<file path="src/hw/rtl/chip8_instruction_core_assert.svh">
// assertion macros for the chip8 instruction core
`ifndef CHIP8_INSTRUCTION_CORE_ASSERT_SVH
`define CHIP8_INSTRUCTION_CORE_ASSERT_SVH

// condition must never hold outside reset
`define C8_ASSERT_NEVER(lbl, cond) \
   lbl: assert property (@(posedge clock) disable iff (reset) !(cond)) \
      else $error("c8core: forbidden condition seen");

// antecedent in one cycle implies consequent in the next
`define C8_ASSERT_NEXT(lbl, ante, cons) \
   lbl: assert property (@(posedge clock) disable iff (reset) (ante) |=> (cons)) \
      else $error("c8core: expected follow-up missing");

`endif

</file>
<file path="src/hw/rtl/c8core_pkg.sv">
// shared constants, types and font table of the chip8 instruction core
`timescale 1ns / 1ps

package c8core_pkg;

   localparam int MEMORY_BYTES  = 4096;
   localparam int ADDR_W        = $clog2(MEMORY_BYTES);
   localparam int SCREEN_WIDTH  = 64;
   localparam int SCREEN_HEIGHT = 32;
   localparam int COL_W         = $clog2(SCREEN_WIDTH);
   localparam int ROW_W         = $clog2(SCREEN_HEIGHT);
   localparam int PIX_W         = COL_W + ROW_W;
   localparam int STACK_DEPTH   = 16;
   localparam int SP_W          = $clog2(STACK_DEPTH);
   localparam int FONT_BYTES    = 80;
   localparam int FONT_W        = $clog2(FONT_BYTES);

   localparam logic [ADDR_W-1:0] PC_RESET = ADDR_W'(12'h200);

   localparam logic [2:0] CMD_LOAD  = 3'd0;
   localparam logic [2:0] CMD_KEY   = 3'd1;
   localparam logic [2:0] CMD_EXEC  = 3'd2;
   localparam logic [2:0] CMD_TICK  = 3'd3;
   localparam logic [2:0] CMD_PIXEL = 3'd4;
   localparam logic [2:0] CMD_READ  = 3'd5;

   localparam logic [15:0] OP_CLS = 16'h00E0;
   localparam logic [15:0] OP_RET = 16'h00EE;

   localparam logic [7:0] KK_SKP   = 8'h9E;
   localparam logic [7:0] KK_SKNP  = 8'hA1;
   localparam logic [7:0] KK_LDDT  = 8'h07;
   localparam logic [7:0] KK_LDK   = 8'h0A;
   localparam logic [7:0] KK_SETDT = 8'h15;
   localparam logic [7:0] KK_SETST = 8'h18;
   localparam logic [7:0] KK_ADDI  = 8'h1E;
   localparam logic [7:0] KK_FONT  = 8'h29;
   localparam logic [7:0] KK_BCD   = 8'h33;
   localparam logic [7:0] KK_STORE = 8'h55;
   localparam logic [7:0] KK_LOAD  = 8'h65;

   typedef struct packed {
      logic              we;
      logic [ADDR_W-1:0] addr;
      logic [7:0]        wdata;
   } mem_req_type;

   typedef struct packed {
      logic                    we;
      logic [ROW_W-1:0]        row;
      logic [SCREEN_WIDTH-1:0] wdata;
   } fb_req_type;

   typedef struct packed {
      logic       we;
      logic [3:0] waddr;
      logic [7:0] wdata;
      logic [3:0] raddr;
   } vreg_req_type;

   typedef struct packed {
      logic mem_busy;
      logic fb_busy;
   } init_status_type;

   localparam logic [7:0] FONT_ROM [FONT_BYTES] = '{
      8'hF0,8'h90,8'h90,8'h90,8'hF0, 8'h20,8'h60,8'h20,8'h20,8'h70,
      8'hF0,8'h10,8'hF0,8'h80,8'hF0, 8'hF0,8'h10,8'hF0,8'h10,8'hF0,
      8'h90,8'h90,8'hF0,8'h10,8'h10, 8'hF0,8'h80,8'hF0,8'h10,8'hF0,
      8'hF0,8'h80,8'hF0,8'h90,8'hF0, 8'hF0,8'h10,8'h20,8'h40,8'h40,
      8'hF0,8'h90,8'hF0,8'h90,8'hF0, 8'hF0,8'h90,8'hF0,8'h10,8'hF0,
      8'hF0,8'h90,8'hF0,8'h90,8'h90, 8'hE0,8'h90,8'hE0,8'h90,8'hE0,
      8'hF0,8'h80,8'h80,8'h80,8'hF0, 8'hE0,8'h90,8'h90,8'h90,8'hE0,
      8'hF0,8'h80,8'hF0,8'h80,8'hF0, 8'hF0,8'h80,8'hF0,8'h80,8'h80
   };

   function automatic logic [7:0] font_byte(input logic [ADDR_W-1:0] a);
      logic [7:0] r;
      r = 8'h00;
      if (a < ADDR_W'(FONT_BYTES)) begin
         r = FONT_ROM[a[FONT_W-1:0]];
      end
      return r;
   endfunction

endpackage

</file>
<file path="src/hw/rtl/c8core_fbuf.sv">
// framebuffer stored as one 64-bit word per screen row
`timescale 1ns / 1ps

module c8core_fbuf import c8core_pkg::*; (
   input  logic                    clock,
   input  logic                    reset,
   input  fb_req_type              fb_req,
   output logic [SCREEN_WIDTH-1:0] fb_rdata,
   output logic                    fb_busy
);

   logic [SCREEN_WIDTH-1:0] row_array [SCREEN_HEIGHT];
   logic [ROW_W:0]          clr_cnt_ff, clr_cnt_in;
   logic [SCREEN_WIDTH-1:0] rdata_ff;

   assign fb_busy    = ~clr_cnt_ff[ROW_W];
   assign clr_cnt_in = fb_busy ? clr_cnt_ff + 1'b1 : clr_cnt_ff;
   assign fb_rdata   = rdata_ff;

   always_ff @(posedge clock) begin
      if (reset) begin
         clr_cnt_ff <= '0;
      end else begin
         clr_cnt_ff <= clr_cnt_in;
      end
   end

   always_ff @(posedge clock) begin
      if (fb_busy) begin
         row_array[clr_cnt_ff[ROW_W-1:0]] <= '0;
      end else if (fb_req.we) begin
         row_array[fb_req.row] <= fb_req.wdata;
      end
      rdata_ff <= row_array[fb_req.row];
   end

endmodule

</file>
<file path="config.mk">
export PLATFORM = sky130hd
export DESIGN_NAME = c8core_fbuf
export DESIGN_NICKNAME = d
export VERILOG_FILES = /design/src/hw/rtl/chip8_instruction_core_assert.svh /design/src/hw/rtl/c8core_pkg.sv /design/src/hw/rtl/c8core_fbuf.sv
export SDC_FILE = /design/constraint.sdc
export NUM_CORES = 2
export LEC_CHECK = 0
export BUFFER_PORTS_ARGS = -buffer_cell sky130_fd_sc_hd__clkbuf_2
export CAP_MARGIN = 0
export CORE_MARGIN = 8
export CORE_UTILIZATION = 30
export CTS_CLUSTER_SIZE = 40
export DETAILED_ROUTE_END_ITERATION = 6
export MAX_ROUTING_LAYER = met4
export PLACE_DENSITY_LB_ADDON = 0.3
export SLEW_MARGIN = 0
export SYNTH_ARGS = -nofsm -noshare
export SYNTH_HDL_FRONTEND = slang
export SYNTH_SLANG_ARGS = --single-unit
</file>
<file path="constraint.sdc">
create_clock -name clock -period 6.1 [get_ports clock]
set_input_delay 0.305 -clock clock [delete_from_list [all_inputs] [get_ports clock]]
set_output_delay 0.305 -clock clock [all_outputs]
set_load 0.01 [all_outputs]
</file>
# After elaboration in Yosys (flattened, before gate mapping)
# Memories as Yosys holds them, arrays and structs flattened. A register that Yosys moved wholly into a read port is not among the register bits.
# Cells that the tools add are included.
[totals]
mem_bits_rw = 2048
word_cells = 14
output_inout_bits = 65
input_bits = 72
memories = 1
regBits = 6
[op_classes]
add_sub_neg = 1
n_reduce_logical = 1
bitwise_logic = 1
n_mux = 8
[mem_list]
columns = ["memory", "words", "width", "read_ports", "rd_ports_with_merged_regs", "wr", "line", "source"]
rows = [
  ["row_array", 32, 64, 1, 1, 1, "c8core_fbuf.sv:12", "logic [SCREEN_WIDTH-1:0] row_array [SCREEN_HEIGHT];"],
]
[ops]
columns = ["operator", "count"]
rows = [
  ["64-bit 2-to-1 mux", 1],
  ["64-bit OR reduction", 1],
  ["6-bit by 1-bit adder with 6-bit output, second input constant", 1],
  ["6-bit 2-to-1 mux", 1],
  ["1-bit 2-to-1 mux", 5],
  ["5-bit 2-to-1 mux", 1],
  ["1-bit inverter", 1],
]

# Depth between registers and ports, before layout
[logic_depth]
word_depth = 5
ltp_mapped = 8
ltp_nobuf = 5

# Least setup slack after synthesis
# OpenSTA, ideal clock, no wires.
[synth_timing]
path_kind = "reg-to-reg"
start = "register clr_cnt_ff[5]"
end = "memory row_array[0][0], enable pin"
setup_slack_ns = 1.556
arrival_ns = 4.058
period_less_slack_ns = 4.544
stages_incl_launch_ff = 6
setup_ns = 0.486
path_buffers = 1
t_required_ns = 5.614
cell_sequence = "dfxtp_1 and2_1 buf_2 mux2_2 or2_2 nor2_1"
[synth_via]
elab_chain_cells = 4
elab_cells_between_ends = 6
classes_between = "mux (5); reduce/logical (1)"
[synth_lines]
columns = ["item", "line", "source"]
rows = [
  ["start: declaration", "c8core_fbuf.sv:13", "logic [ROW_W:0] clr_cnt_ff, clr_cnt_in;"],
  ["start signal: assignment", "c8core_fbuf.sv:24", "clr_cnt_ff <= clr_cnt_in;"],
  ["1-bit 2-to-1 mux", "c8core_fbuf.sv:29", "if (fb_busy) begin"],
  ["1-bit 2-to-1 mux (implied by the code)", "c8core_fbuf.sv:32", "row_array[fb_req.row] <= fb_req.wdata;"],
  ["64-bit OR reduction (no line)", "n/a", ""],
  ["5-bit 2-to-1 mux (no line) / 1-bit 2-to-1 mux (equally long branches)", "n/a", ""],
  ["end: declaration", "c8core_fbuf.sv:12", ""],
]
# Parallel ways exist; a longest one is shown, timed or not.

# Worst setup path after layout
[layout_timing]
start = "register clr_cnt_ff[5]"
end = "memory row_array[15][14], enable pin"
# Same word-level chain as after synthesis.

==> reports/metrics.yaml <==
drtPass1Iterations: 5
path_cells: "and2_1 -> mux2i_1 -> nand2_1 -> nor2_4 -> buf_4"
grt_usage_pct: 15.9
overflow: 0
postLayoutSetupSlackWorst_ns: 1.87
path_max_fanout: 48
min_period_ns: 4.23
power_density_mw_per_mm2: 332
ctsHoldBuffers: 1
drtIter0Drc: 4444
hold-path-cell-count: 3
core_area_sq_mm: 0.262
cts_sinks: 2118
routed_wl_mm: 221
max_freq_mhz: 236
clock_skew_ns: 0.0505
drc: 0
seq_area_sq_mm: 0.0629
synthCells: 3359
r2r-end: "row_array[15][14]"
yosysSeqAreaShare_pct: 79.8
via_per_inst: 5.12
setup_viol: 0
clk_pin_slew_ns: 0.06
antenna_found_initial: 15
cts.repair.resized: 0
synth-edff-count: 2048
hpwl_mm: 116
rows: 188
async_flop_share_pct: 0
die_area_sq_mm: 0.279
synth.top_cells.by_count: "edfxtp_1, mux4_2, o22ai_1"
nNetsFinal: 3709
dp_slack_ns: 1.72
start_util_pct: 30.1
io_pins: 137
synth_top_area_share_pct: 78.1
area_growth_pct: 15.6
slowest_delay_ns: 0.93
syn-num-nets: 3432
critical_path_arrival_ns: 4.67
die_x_um: 528
routed-via-count: 37600
yosysWarnings: 0
finalHoldViolCount: 0
hold_end: "row_array[1][15]"
grt_use_met1_pct: 21.8
yosys-top-cells-area: "edfxtp_1, mux4_2, o22ai_1, dfxtp_1, buf_6"
critPathSlowestCell: "buf_4"
cap_violations: 0
pwr-share-comb_pct: 3.9
crit_required_ns: 6.54
grt_pass1_vias: 38700
portBuffers: 136
clk_latency_ns: 0.86
ant_nets: 0
regToRegSetupSlack_ns: 1.87
postLayoutCoreUtil_pct: 34.8
pwr-share-clk_pct: 43.1
met2_usage_pct: 24.3
endpoint_kind: "flop"
r2r-start: "clr_cnt_ff[5]"
synth_area_sq_mm: 0.0788
grt_max_degree: 111
synth_most_common_cell: "edfxtp_1"
drive_gt1_share_pct: 29.0
swShare_pct: 21.5
p_leak_nw: 26.2
peakVddDrop_v: 0.000275
reg2reg_depth: 5
synth_cell_type_count: 43
grt_pass1_wl_mm: 307
maxSlewHeadroom_pct: 8.62
use_met3_pct: 3.17
p_seq_share_pct: 53.0
clk_path_buf_depth: 3
tightest_slew_ns: 1.37
p_sw_mw: 6.49
wl_per_cell_um: 30.0
worstHoldStart: "fb_req[15]"
p_int_mw: 23.7
cts_inserted_buffers: 215
post-cts-setup-buffer-count: 0
startpoint_type: "flop"
hold_path.class: "input port to flop"
synth_flop_cell: "edfxtp_1"
rsz0062_at_grt: "no"
root_buffer: "clkbuf_16"
synth_area_leader_cell: "edfxtp_1"
crit_type: "flop to flop"
tns_ns: 0
gp_congestion: 0.752
fillers: 24100
top_usage_layer: "met2"
period_share_pct: 69.4
cts_tree: "built"
outcome: "finished, final reports clean"
multiInputGateArea_sq_mm: 0.0149
h-tree-depth: 4
drv_slew: 0
synth_seq_cells: 2118
fp.dieH_um: 528
syn_area_per_cell_sq_um: 23.5
[final cells by class]
class                      instances  area share [%]
inverter                           4          0.0165
sequential                      2118            69.1
tap                             3515            4.83
clock inverter                    95            1.09
clock buffer                     309            6.55
multi-input combinational       1045            16.4
timing repair buffer             252            1.99
antenna                           11          0.0302
[flip-flops by register name, summed over array words and instances, names as in the netlist]
register    cells
fb_rdata       64
row_array    2048
clr_cnt_ff      6
[critical path: cells and delay by family, from the launching register on]
| family | cells | cell delay (ns) |
|---|---|---|
| muxes | 1 | 0.42 |
| DFF | 1 | 0.77 |
| and+or+nand+nor | 3 | 1.54 |
| buffers and inverters | 1 | 0.93 |
[cell usage in the layout (no fill, tap or decap), drive strengths merged, types with 2 or more instances in the layout]
master	count
bufinv	12
a22oi	7
a211oi	8
clkbuf	442
clkinvlp	7
mux4	504
o21ai	3
mux2i	18
nor2b	2
nand2b	4
nand3	13
diode	11
o22ai	232
or3b	4
and2	2
a41o	6
buf	118
a21oi	8
a31oi	3
and3	70
nor4	52
xor2	3
nor2	48
edfxtp	2048
nand2	40
inv	13
nand3b	4
nand4	2
clkinv	67
dfxtp	70
nand4b	2
[how the worst max path moves through the flow]
stage                         to     startpoint  depth (start not counted)
2_1_floorplan    row_array[0][0]  clr_cnt_ff[5]                          5
3_3_place_gp   row_array[15][18]     fb_req[69]                          7
3_5_place_dp   row_array[15][18]     fb_req[69]                          7
4_1_cts        row_array[15][14]  clr_cnt_ff[5]                          5
5_1_grt        row_array[15][14]  clr_cnt_ff[5]                          5
6_report       row_array[15][14]  clr_cnt_ff[5]                          5
[through the flow]
step                      instances  instance area, sq um  hold slack (ns)  power, mW
after floorplan                3359                 78800            0.377       17.0
after global placement         6933                 84100            0.559       17.5
after detailed placement       6933                 84100            0.586       17.5
after CTS                      7338                 91000           0.0960       30.5
after global routing           7344                 91100            0.156       31.1
final                          7349                 91100            0.171       30.2
[power by group through the flow]
stage | registers [mW] | logic [mW] | clock network, mW
6_report | 16.0 | 1.18 | 13.0
5_1_grt | 16.0 | 1.25 | 13.8
4_1_cts | 16.0 | 1.21 | 13.3
3_5_place_dp | 16.3 | 1.21 | 0
3_3_place_gp | 16.3 | 1.21 | 0
2_1_floorplan | 16.3 | 0.697 | 0
[cells by family after synthesis]
group	after synthesis	synth area share, %
flops	2118	79.8
mux	523	14.7
compound gates	270	2.21
simple gates	247	1.69
buf+inv	196	1.55
xor+xnor	4	0.0445
fa+ha+maj	1	0.0159
[per-layer routing]
| layer | wire (um) | up-vias |
|---|---|---|
| met3 | 16700 | 337 |
| met5 | 0 | - |
| met4 | 5850 | 0 |
| met2 | 103000 | 1432 |
| li1 | - | 15100 |
| met1 | 94900 | 20800 |
Note: power is estimated with default switching activity, not from simulation.
