==> src/hw/rtl/chip8_instruction_core_assert.svh <==
// assertion macros for the chip8 instruction core
`ifndef CHIP8_INSTRUCTION_CORE_ASSERT_SVH
`define CHIP8_INSTRUCTION_CORE_ASSERT_SVH

// condition must never hold outside reset
`define C8_ASSERT_NEVER(lbl, cond) \
   lbl: assert property (@(posedge clock) disable iff (reset) !(cond)) \
      else $error("c8core: forbidden condition seen");

// antecedent in one cycle implies consequent in the next
`define C8_ASSERT_NEXT(lbl, ante, cons) \
   lbl: assert property (@(posedge clock) disable iff (reset) (ante) |=> (cons)) \
      else $error("c8core: expected follow-up missing");

`endif

==> src/hw/rtl/c8core_pkg.sv <==
// shared constants, types and font table of the chip8 instruction core
`timescale 1ns / 1ps

package c8core_pkg;

   localparam int MEMORY_BYTES  = 4096;
   localparam int ADDR_W        = $clog2(MEMORY_BYTES);
   localparam int SCREEN_WIDTH  = 64;
   localparam int SCREEN_HEIGHT = 32;
   localparam int COL_W         = $clog2(SCREEN_WIDTH);
   localparam int ROW_W         = $clog2(SCREEN_HEIGHT);
   localparam int PIX_W         = COL_W + ROW_W;
   localparam int STACK_DEPTH   = 16;
   localparam int SP_W          = $clog2(STACK_DEPTH);
   localparam int FONT_BYTES    = 80;
   localparam int FONT_W        = $clog2(FONT_BYTES);

   localparam logic [ADDR_W-1:0] PC_RESET = ADDR_W'(12'h200);

   localparam logic [2:0] CMD_LOAD  = 3'd0;
   localparam logic [2:0] CMD_KEY   = 3'd1;
   localparam logic [2:0] CMD_EXEC  = 3'd2;
   localparam logic [2:0] CMD_TICK  = 3'd3;
   localparam logic [2:0] CMD_PIXEL = 3'd4;
   localparam logic [2:0] CMD_READ  = 3'd5;

   localparam logic [15:0] OP_CLS = 16'h00E0;
   localparam logic [15:0] OP_RET = 16'h00EE;

   localparam logic [7:0] KK_SKP   = 8'h9E;
   localparam logic [7:0] KK_SKNP  = 8'hA1;
   localparam logic [7:0] KK_LDDT  = 8'h07;
   localparam logic [7:0] KK_LDK   = 8'h0A;
   localparam logic [7:0] KK_SETDT = 8'h15;
   localparam logic [7:0] KK_SETST = 8'h18;
   localparam logic [7:0] KK_ADDI  = 8'h1E;
   localparam logic [7:0] KK_FONT  = 8'h29;
   localparam logic [7:0] KK_BCD   = 8'h33;
   localparam logic [7:0] KK_STORE = 8'h55;
   localparam logic [7:0] KK_LOAD  = 8'h65;

   typedef struct packed {
      logic              we;
      logic [ADDR_W-1:0] addr;
      logic [7:0]        wdata;
   } mem_req_type;

   typedef struct packed {
      logic                    we;
      logic [ROW_W-1:0]        row;
      logic [SCREEN_WIDTH-1:0] wdata;
   } fb_req_type;

   typedef struct packed {
      logic       we;
      logic [3:0] waddr;
      logic [7:0] wdata;
      logic [3:0] raddr;
   } vreg_req_type;

   typedef struct packed {
      logic mem_busy;
      logic fb_busy;
   } init_status_type;

   localparam logic [7:0] FONT_ROM [FONT_BYTES] = '{
      8'hF0,8'h90,8'h90,8'h90,8'hF0, 8'h20,8'h60,8'h20,8'h20,8'h70,
      8'hF0,8'h10,8'hF0,8'h80,8'hF0, 8'hF0,8'h10,8'hF0,8'h10,8'hF0,
      8'h90,8'h90,8'hF0,8'h10,8'h10, 8'hF0,8'h80,8'hF0,8'h10,8'hF0,
      8'hF0,8'h80,8'hF0,8'h90,8'hF0, 8'hF0,8'h10,8'h20,8'h40,8'h40,
      8'hF0,8'h90,8'hF0,8'h90,8'hF0, 8'hF0,8'h90,8'hF0,8'h10,8'hF0,
      8'hF0,8'h90,8'hF0,8'h90,8'h90, 8'hE0,8'h90,8'hE0,8'h90,8'hE0,
      8'hF0,8'h80,8'h80,8'h80,8'hF0, 8'hE0,8'h90,8'h90,8'h90,8'hE0,
      8'hF0,8'h80,8'hF0,8'h80,8'hF0, 8'hF0,8'h80,8'hF0,8'h80,8'h80
   };

   function automatic logic [7:0] font_byte(input logic [ADDR_W-1:0] a);
      logic [7:0] r;
      r = 8'h00;
      if (a < ADDR_W'(FONT_BYTES)) begin
         r = FONT_ROM[a[FONT_W-1:0]];
      end
      return r;
   endfunction

endpackage

==> src/hw/rtl/c8core_vregs.sv <==
// V0-VF register file, one read and one write port, zero until written
`timescale 1ns / 1ps

module c8core_vregs import c8core_pkg::*; (
   input  logic         clock,
   input  logic         reset,
   input  vreg_req_type vreg_req,
   output logic [7:0]   vreg_rdata
);

   logic [7:0]  reg_array [16];
   logic [15:0] valid_ff;
   logic [7:0]  rdata_ff;

   assign vreg_rdata = rdata_ff;

   always_ff @(posedge clock) begin
      if (reset) begin
         valid_ff <= '0;
      end else if (vreg_req.we) begin
         valid_ff[vreg_req.waddr] <= 1'b1;
      end
   end

   always_ff @(posedge clock) begin
      if (vreg_req.we) begin
         reg_array[vreg_req.waddr] <= vreg_req.wdata;
      end
      rdata_ff <= valid_ff[vreg_req.raddr] ? reg_array[vreg_req.raddr] : 8'h00;
   end

endmodule

==> config.mk <==
export PLATFORM = sky130hd
export DESIGN_NAME = c8core_vregs
export DESIGN_NICKNAME = d
export VERILOG_FILES = /design/src/hw/rtl/chip8_instruction_core_assert.svh /design/src/hw/rtl/c8core_pkg.sv /design/src/hw/rtl/c8core_vregs.sv
export SDC_FILE = /design/constraint.sdc
export NUM_CORES = 1
export LEC_CHECK = 0
export BUFFER_PORTS_ARGS = -buffer_cell sky130_fd_sc_hd__buf_2
export CAP_MARGIN = 10
export CORE_MARGIN = 4
export CORE_UTILIZATION = 60
export CTS_CLUSTER_SIZE = 40
export DETAILED_ROUTE_END_ITERATION = 10
export PLACE_DENSITY_LB_ADDON = 0.25
export SKIP_LAST_GASP = 1
export SLEW_MARGIN = 20
export SYNTH_ARGS = -nofsm -noshare
export SYNTH_HDL_FRONTEND = slang
export SYNTH_SLANG_ARGS = --single-unit
export TNS_END_PERCENT = 5
==> constraint.sdc <==
create_clock -name clock -period 2.5 [get_ports clock]
set_clock_uncertainty 0.1 [all_clocks]
set_input_delay 0.25 -clock clock [delete_from_list [all_inputs] [get_ports clock]]
set_output_delay 0.25 -clock clock [all_outputs]
set_load 0.05 [all_outputs]
Word level (Yosys, flattened, before mapping). Memory sizes are Yosys's and may differ from the RTL's. A register that Yosys moved wholly into a read port is not among the register bits. Cells that the tools add are included. W data, S select, Z words.

Bitwise gates (word level): 1. Equal/unequal tests: 0. Shift operators: 0. Multipliers: 0. Muxes and demuxes: 6. Add/subtract/negate cells: 0. Magnitude comparators: 3. Div/mod/pow operators: 0. Reduce and logical (&&, ||, !) cells: 2.

Operator list (number): $or A16 B16 Y16 (1); $lt A4 B5 Y1 const B (2); $bmux W1 S4 (1); $demux W1 S4 (1); $ge A4 B1 Y1 const B (1); $mux W1 (4); $logic_and A1 B1 Y1 (1); $logic_not A1 Y1 (1).

Memories kept: 1. Output and inout port bits: 8. Register bits: 16. Input bits: 19. Bits in latches: 0. Logic and storage cells: 14. ROM bits: 0. Memory bits (writable): 128.

Memory list: reg_array (words 16, bits a word 8, rd ports 1, clocked after memory_dff 1, write ports 1, line c8core_vregs.sv:11) `logic [7:0] reg_array [16];`.

Depth between registers and ports, before layout. Gate-level depths: netlist of the first run.

Depth in word-level cells: 5. Depth in mapped cells: 5.

Worst setup path before layout of the first run. No wires, ideal clock.

Kind: input to register. From: input vreg_req[14] (netlist bit). To: memory reg_array[0][0] (enable). Slack: 0.606 ns. Stages on the path: 2. Buffers on the path: 0. Required time: 2.014 ns. Setup time: 0.386 ns. Data arrival time: 1.409 ns. Path through: or3b_2 nor3_1.

RTL lines: start, declared (line c8core_vregs.sv:7) `input vreg_req_type vreg_req,`; end, declared (line c8core_vregs.sv:11).

Straight into the memory's write port.

Worst setup path in the final report of the first run.
From: register valid_ff[5]. To: register rdata_ff[6] (netlist: vreg_rdata[6]) (read register of reg_array).

Longest elaborated chain between the ends: 3.

RTL lines: start, declared (line c8core_vregs.sv:12) `logic [15:0] valid_ff;`; start signal, assigned (line c8core_vregs.sv:19) `valid_ff <= '0;`; start signal, assigned by index (line c8core_vregs.sv:21) `valid_ff[vreg_req.waddr] <= 1'b1;`; $bmux W1 S4 (line c8core_vregs.sv:29) `rdata_ff <= valid_ff[vreg_req.raddr] ? reg_array[vreg_req.raddr] : 8'h00;`; $mux W1 (not written as such) (line c8core_vregs.sv:29); $logic_not A1 Y1 (no source line); end, declared (line c8core_vregs.sv:13) `logic [7:0] rdata_ff;`.

Every way passes these cells. The select of a mux whose other input is x is not followed. A chain may end at the register's enable or synchronous reset.

==> results of run 1 <==
-- per-layer routing --
metal  part of all wire (%)  routed length [microns]  up-vias
met1                     41                     4660     1458
met5                      0                        0        -
met4                    1.7                      192        0
li1                       -                        -     1260
met2                     51                     5730      122
met3                    6.5                      737       15
-- cells by family (layout without fill, tap and decap cells) --
logic type,after synthesis,count (layout),share of synthesized area (%)
AND/OR/NAND/NOR,60,60,4.82
buffers and inverters,13,79,1.33
AO/OA/AOI/OAI,26,26,3.16
flip-flops,152,152,76.4
multiplexers,36,36,14.3
-- final cells by class --
| cell class | instances | area share, % |
|---|---|---|
| Clock buffer | 23 | 6.79 |
| Tap cell | 111 | 2.11 |
| Clock inverter | 9 | 1.18 |
| Timing Repair Buffer | 47 | 5.02 |
| Sequential cell | 152 | 65.7 |
| Multi-Input combinational cell | 122 | 19.2 |
-- worst max-delay path: stages (launching register included) --
cell and delay, ns:
dfxtp_1 0.32, mux4_2 0.47, a22o_1 0.30, nor2_8 0.17
a21oi_1 0.06
-- synth_stat cells (2+ instances only) --
library cell  number  area, sq um
a22oi_1           16          120
clkbuf_1           7         26.3
edfxtp_1         128         3840
a21oi_1            8         40.0
nor2b_1            2         12.5
buf_4              3         22.5
nand3b_1           2         15.0
dfxtp_1           24          480
nand2b_1           2         12.5
buf_6              2         22.5
nor3_1             4         20.0
nor2_1            45          169
mux4_2            36          811
-- power breakdown --
part / leakage (nW) / switching [mW] / internal [mW]
clock network: 0.254 / 0.922 / 1.34
logic: 0.609 / 0.148 / 0.108
registers: 1.35 / 0.0143 / 2.80
total: 2.21 / 1.08 / 4.24
-- state kept, by name, summed over array words and instances (netlist names) --
register,flops
reg_array,128
vreg_rdata,8
valid_ff,16
-- layout by cell type (no fill, tap or decap), types with 2 or more instances in the layout --
master	count
clkinvlp_4	2
buf_2	26
dfxtp_1	24
a21oi_1	8
nand2b_1	2
buf_12	3
nor2_1	45
clkbuf_1	5
a22oi_1	16
buf_4	16
nor2b_1	2
nor3_1	4
clkinv_2	4
edfxtp_1	128
clkbuf_16	16
mux4_2	36
nand3b_1	2
dlygate4sd3_1	2
clkbuf_8	2
-- path summary, 6_finish.rpt --
path                                    from               end  slack (ns)  cells past startpoint
worst max-delay path             valid_ff[5]     vreg_rdata[6]        0.93                      4
worst min-delay path            vreg_req[11]  reg_array[12][7]        0.02                      1
worst max register to register   valid_ff[5]     vreg_rdata[6]        0.93                      4
worst min register to register   valid_ff[3]       valid_ff[3]        0.37                      2
-- timing repair --
item / CTS / global route
hold buffers: 2 / 0
hold endpoints to repair: 23 / 0
buffers inserted: 0 / 0
resized for setup: 0 / 0
==> flow_summary.yaml, run 1 <==
layout:
  n_antenna_cell: 0
  finalNonFillerCells: 464
  nFillCells: 564
  final_area_sq_mm: 0.00658
  utilization_pct: 71.6
  ff_latch_area_sq_mm: 0.00432
  area_delta_synth_final_pct: 16.2
  multi_input_area_sq_mm: 0.00126
  fin_nets: 359
  drive_gt1_share_pct: 31.2
synthesis:
  ys.warnings.count: 0
  synthArstFlopShare_pct: 0
  netlist_area_sq_mm: 0.00566
  ys_seq_area_share_pct: 76.4
  synth_seq_cells: 152
  avgSynthCellArea_sq_um: 19.7
  synth-edff-count: 128
  synth_ff_type: "edfxtp_1"
  syn_inst: 287
  synth_cell_types: 21
  synth.net_count: 306
grt:
  use_met3_pct: 5.44
  grt_pass1_wl_microns: 17800
  grt_pass1_vias: 3003
  grt_remaining_overflow: 0
  grt_use_total_pct: 22.6
  met1_usage_pct: 30.9
  antenna_found_initial: 0
  gr-max-usage-layer: "met2"
  grt_max_degree: 29
  grt_use_met2_pct: 36.3
placed_design:
  hpwl_microns: 6780
  pre_cts_ws_ns: 0.473
  portBuffers: 26
  place.gp.congestion: 0.730
  postPlaceCellArea_sq_mm: 0.00604
  dp_cells: 430
route:
  drt_wl_total_microns: 11300
  via_count: 2855
  drc: 0
  drt_iter0_markers: 217
  wire_per_inst_microns: 24.4
  via_per_inst: 6.15
  detail-route-antenna-nets: 0
  dr.pass1.iters: 4
timing:
  rsz0062_at_grt: "false"
  whs_ns: 0.0199
  post-route-period-util_pct: 62.6
  tightest_slew_ns: 0.932
  relSlewSlack_pct: 37.7
  fin_tns_setup_ns: 0
  finalMaxSlewViolations: 0
  setup_ws_ns: 0.935
  finalSetupViolCount: 0
  period_needed_ns: 1.57
  hold_viol_final: 0
  timing.fmax_mhz: 639
clock_tree:
  ctsHtreeMaxLevel: 4
  clk_latency_ns: 0.52
  clock-sinks: 152
  clkTransAtPathRegs_ns: 0.06
  cts_inserted_buffers: 17
  clockRootBuffer: "clkbuf_8"
  clockBufferDepth: 2
  cts_tree: "yes"
critical_path:
  worst-setup-path-type: "flop to flop"
  end_kind: "flop"
  cp.required_ns: 2.79
  worst_setup_path_start_kind: "flop"
  cp_max_fo: 8
  critPathArrivalTime_ns: 1.85
run:
  cap_viol_max_count: 0
pwr:
  powerDensity_mw_per_mm2: 810
  p_leak_nw: 2.21
  power_mw: 5.33
  peakVddDrop_mv: 0.522
die:
  dieArea_sq_mm: 0.0111
  coreArea_sq_mm: 0.00920
  die_h_microns: 105
  rows: 35
  start_util_pct: 61.6
  die_w_microns: 105
  top_level_ports: 27
worst_hold_path:
  hold_path_class: "input pin to flop"
outcome:
  status: "complete, no violations"
(Power assumes the default switching activity.)
==> run 2, diff against run 1 <==
- clock period: 2.5 -> 1.5 ns (I/O delays scaled with it)
==> flow_summary.yaml, run 2 (synthesis gave the netlist of run 1 again) <==
outcome:
  status: "finished, violations left"
  violations: "negative setup slack"
pwr:
  seq_power_share_pct: 50.8
  peakVddDrop_mv: 0.938
  clockPowerShare_pct: 44.2
  p_leak_nw: 2.34
  powerDensity_mw_per_mm2: 1350
  p_int_mw: 7.29
  p_sw_mw: 1.93
  power_mw: 9.22
  comb_power_share_pct: 5.0
  switching_share_pct: 21.0
placed_design:
  hpwl_microns: 7030
  pre_cts_ws_ns: -0.304
  portBuffers: 26
  place.gp.congestion: 0.763
die:
  rows: 35
  start_util_pct: 61.6
  die_w_microns: 105
  dieArea_sq_mm: 0.0111
  coreArea_sq_mm: 0.00920
  die_h_microns: 105
  top_level_ports: 27
timing:
  finalSetupViolCount: 8
  relSlewSlack_pct: 42.1
  finalMaxSlewViolations: 0
  period_needed_ns: 1.56
  hold_viol_final: 0
  post-route-period-util_pct: 104
  timing.fmax_mhz: 640
  setup_ws_ns: -0.0620
  tightest_slew_ns: 0.867
  rsz0062_at_grt: "true"
layout:
  drive_gt1_share_pct: 34.7
  most-common-layout-cells: "edfxtp_1, nor2_1, mux4_2, buf_2, buf_4"
  ff_latch_area_sq_mm: 0.00432
  area_delta_synth_final_pct: 20.8
  largest_register_ffs: 128
  fin_nets: 378
  largest_register: "reg_array"
  utilization_pct: 74.4
  multi_input_area_sq_mm: 0.00128
  nFillCells: 509
  layout_commonest_cell: "edfxtp_1"
  n_antenna_cell: 0
critical_path:
  slowest_delay_ns: 0.50
  r2r_start: "valid_ff[5]"
  worst-setup-path-type: "flop to flop"
  crit_end: "vreg_rdata[3]"
  startpoint: "valid_ff[5]"
  cp_max_fo: 8
  critPathArrivalTime_ns: 1.87
  cp.required_ns: 1.81
  end_kind: "flop"
  path_cells: "mux4_2 > a22o_4 > nor2_8 > a21oi_1"
  r2r_setup_slack_ns: -0.06
  worst_setup_path_start_kind: "flop"
  cpMaxStageDelayCell: "mux4_2"
  reg2reg_to: "vreg_rdata[3]"
  reg2regPathDepth: 4
grt:
  grt_remaining_overflow: 0
  grt_use_total_pct: 22.4
  antenna_found_initial: 0
  grt_pass1_wl_microns: 17500
  grt_max_degree: 17
  grt_pass1_vias: 3063
worst_hold_path:
  hold_path_class: "input pin to flop"
clock_tree:
  clockRootBuffer: "clkbuf_8"
  cts_inserted_buffers: 17
  clkTransAtPathRegs_ns: 0.06
  clockBufferDepth: 2
  ctsHtreeMaxLevel: 4
  cts_tree: "yes"
  post_cts_buffers: 0
  clock-sinks: 152
  clk_latency_ns: 0.54
route:
  dr.pass1.iters: 5
  drt_wl_total_microns: 11000
  drt_iter0_markers: 282
  detail-route-antenna-nets: 0
  via_per_inst: 6.10
  drc: 0
  wire_per_inst_microns: 22.7
  via_count: 2946
run:
  cap_viol_max_count: 0
==> run 2: cell types whose count changed in the layout (fill, tap and decap cells not counted), moves of 2 or more <==
cell,delta
clkbuf_1,-5
a22o_4,+2
buf_12,+2
buf_4,+10
dlygate4sd3_1,+7
clkinv_2,-2
clkinv_4,+4
==> run 2: final cells by class <==
type | count | area share (%)
flip-flops and latches | 152 | 63.2
well taps | 111 | 2.03
clock buffers | 18 | 6.26
repair buffers | 66 | 7.54
multi-input cells | 122 | 18.8
clock inverters | 14 | 2.18
==> run 2: worst min path at each step <==
| stage | start | to | slack, ns | cells past startpoint |
|---|---|---|---|---|
| finish | vreg_req[12] | reg_array[12][7] | 0.05 | 3 |
| global route | vreg_req[12] | reg_array[12][7] | 0.05 | 3 |
| CTS | vreg_req[12] | reg_array[12][0] | 0.03 | 3 |
| detailed placement | valid_ff[7] | valid_ff[7] | 0.36 | 2 |
| global placement | valid_ff[15] | valid_ff[15] | 0.34 | 2 |
| floorplan | vreg_req[4] | reg_array[0][0] | 0.15 | 0 |
==> run 2: metrics by stage <==
stage                     area [sq um]  TNS (ns)  instances  hold WS (ns)
after floorplan                   5670     -1.45        287         0.149
after global routing              6840    -0.784        483        0.0474
final                             6840    -0.413        483        0.0500
after detailed placement          6160     -3.00        442         0.355
after CTS                         6830    -0.498        483        0.0297
after global placement            6160     -2.32        442         0.344
==> run 2: worst max-delay path: cells and delay by family, from the launching register on <==
| kind | cells | cell delay (ns) |
|---|---|---|
| simple gates | 1 | 0.17 |
| compound gates | 2 | 0.36 |
| flops | 1 | 0.31 |
| mux | 1 | 0.50 |
==> run 2: timing repair <==
item	in CTS	in global routing
pin swaps	2	1
hold endpoints to repair	144	0
gates cloned	0	0
hold buffers	9	0
endpoints found under the setup margin	8	8
gates resized for setup	1	1
==> run 2: per-layer routing <==
metal	global-route usage [%]	routed length, microns	vias to the layer above
met5	0	0	-
met4	10.5	283	0
met3	6.05	712	22
met2	34.2	5550	128
met1	30.3	4430	1492
li1	-	-	1304
==> run 2: power groups by stage <==
| stage | Sequential [mW] | Clock, mW | Combinational (mW) |
|---|---|---|---|
| after detailed placement | 4.77 | 0 | 0.445 |
| after CTS | 4.68 | 4.13 | 0.468 |
| final | 4.68 | 4.07 | 0.463 |
| after global routing | 4.69 | 4.34 | 0.504 |
| after global placement | 4.77 | 0 | 0.434 |
| after floorplan | 4.78 | 0 | 0.248 |
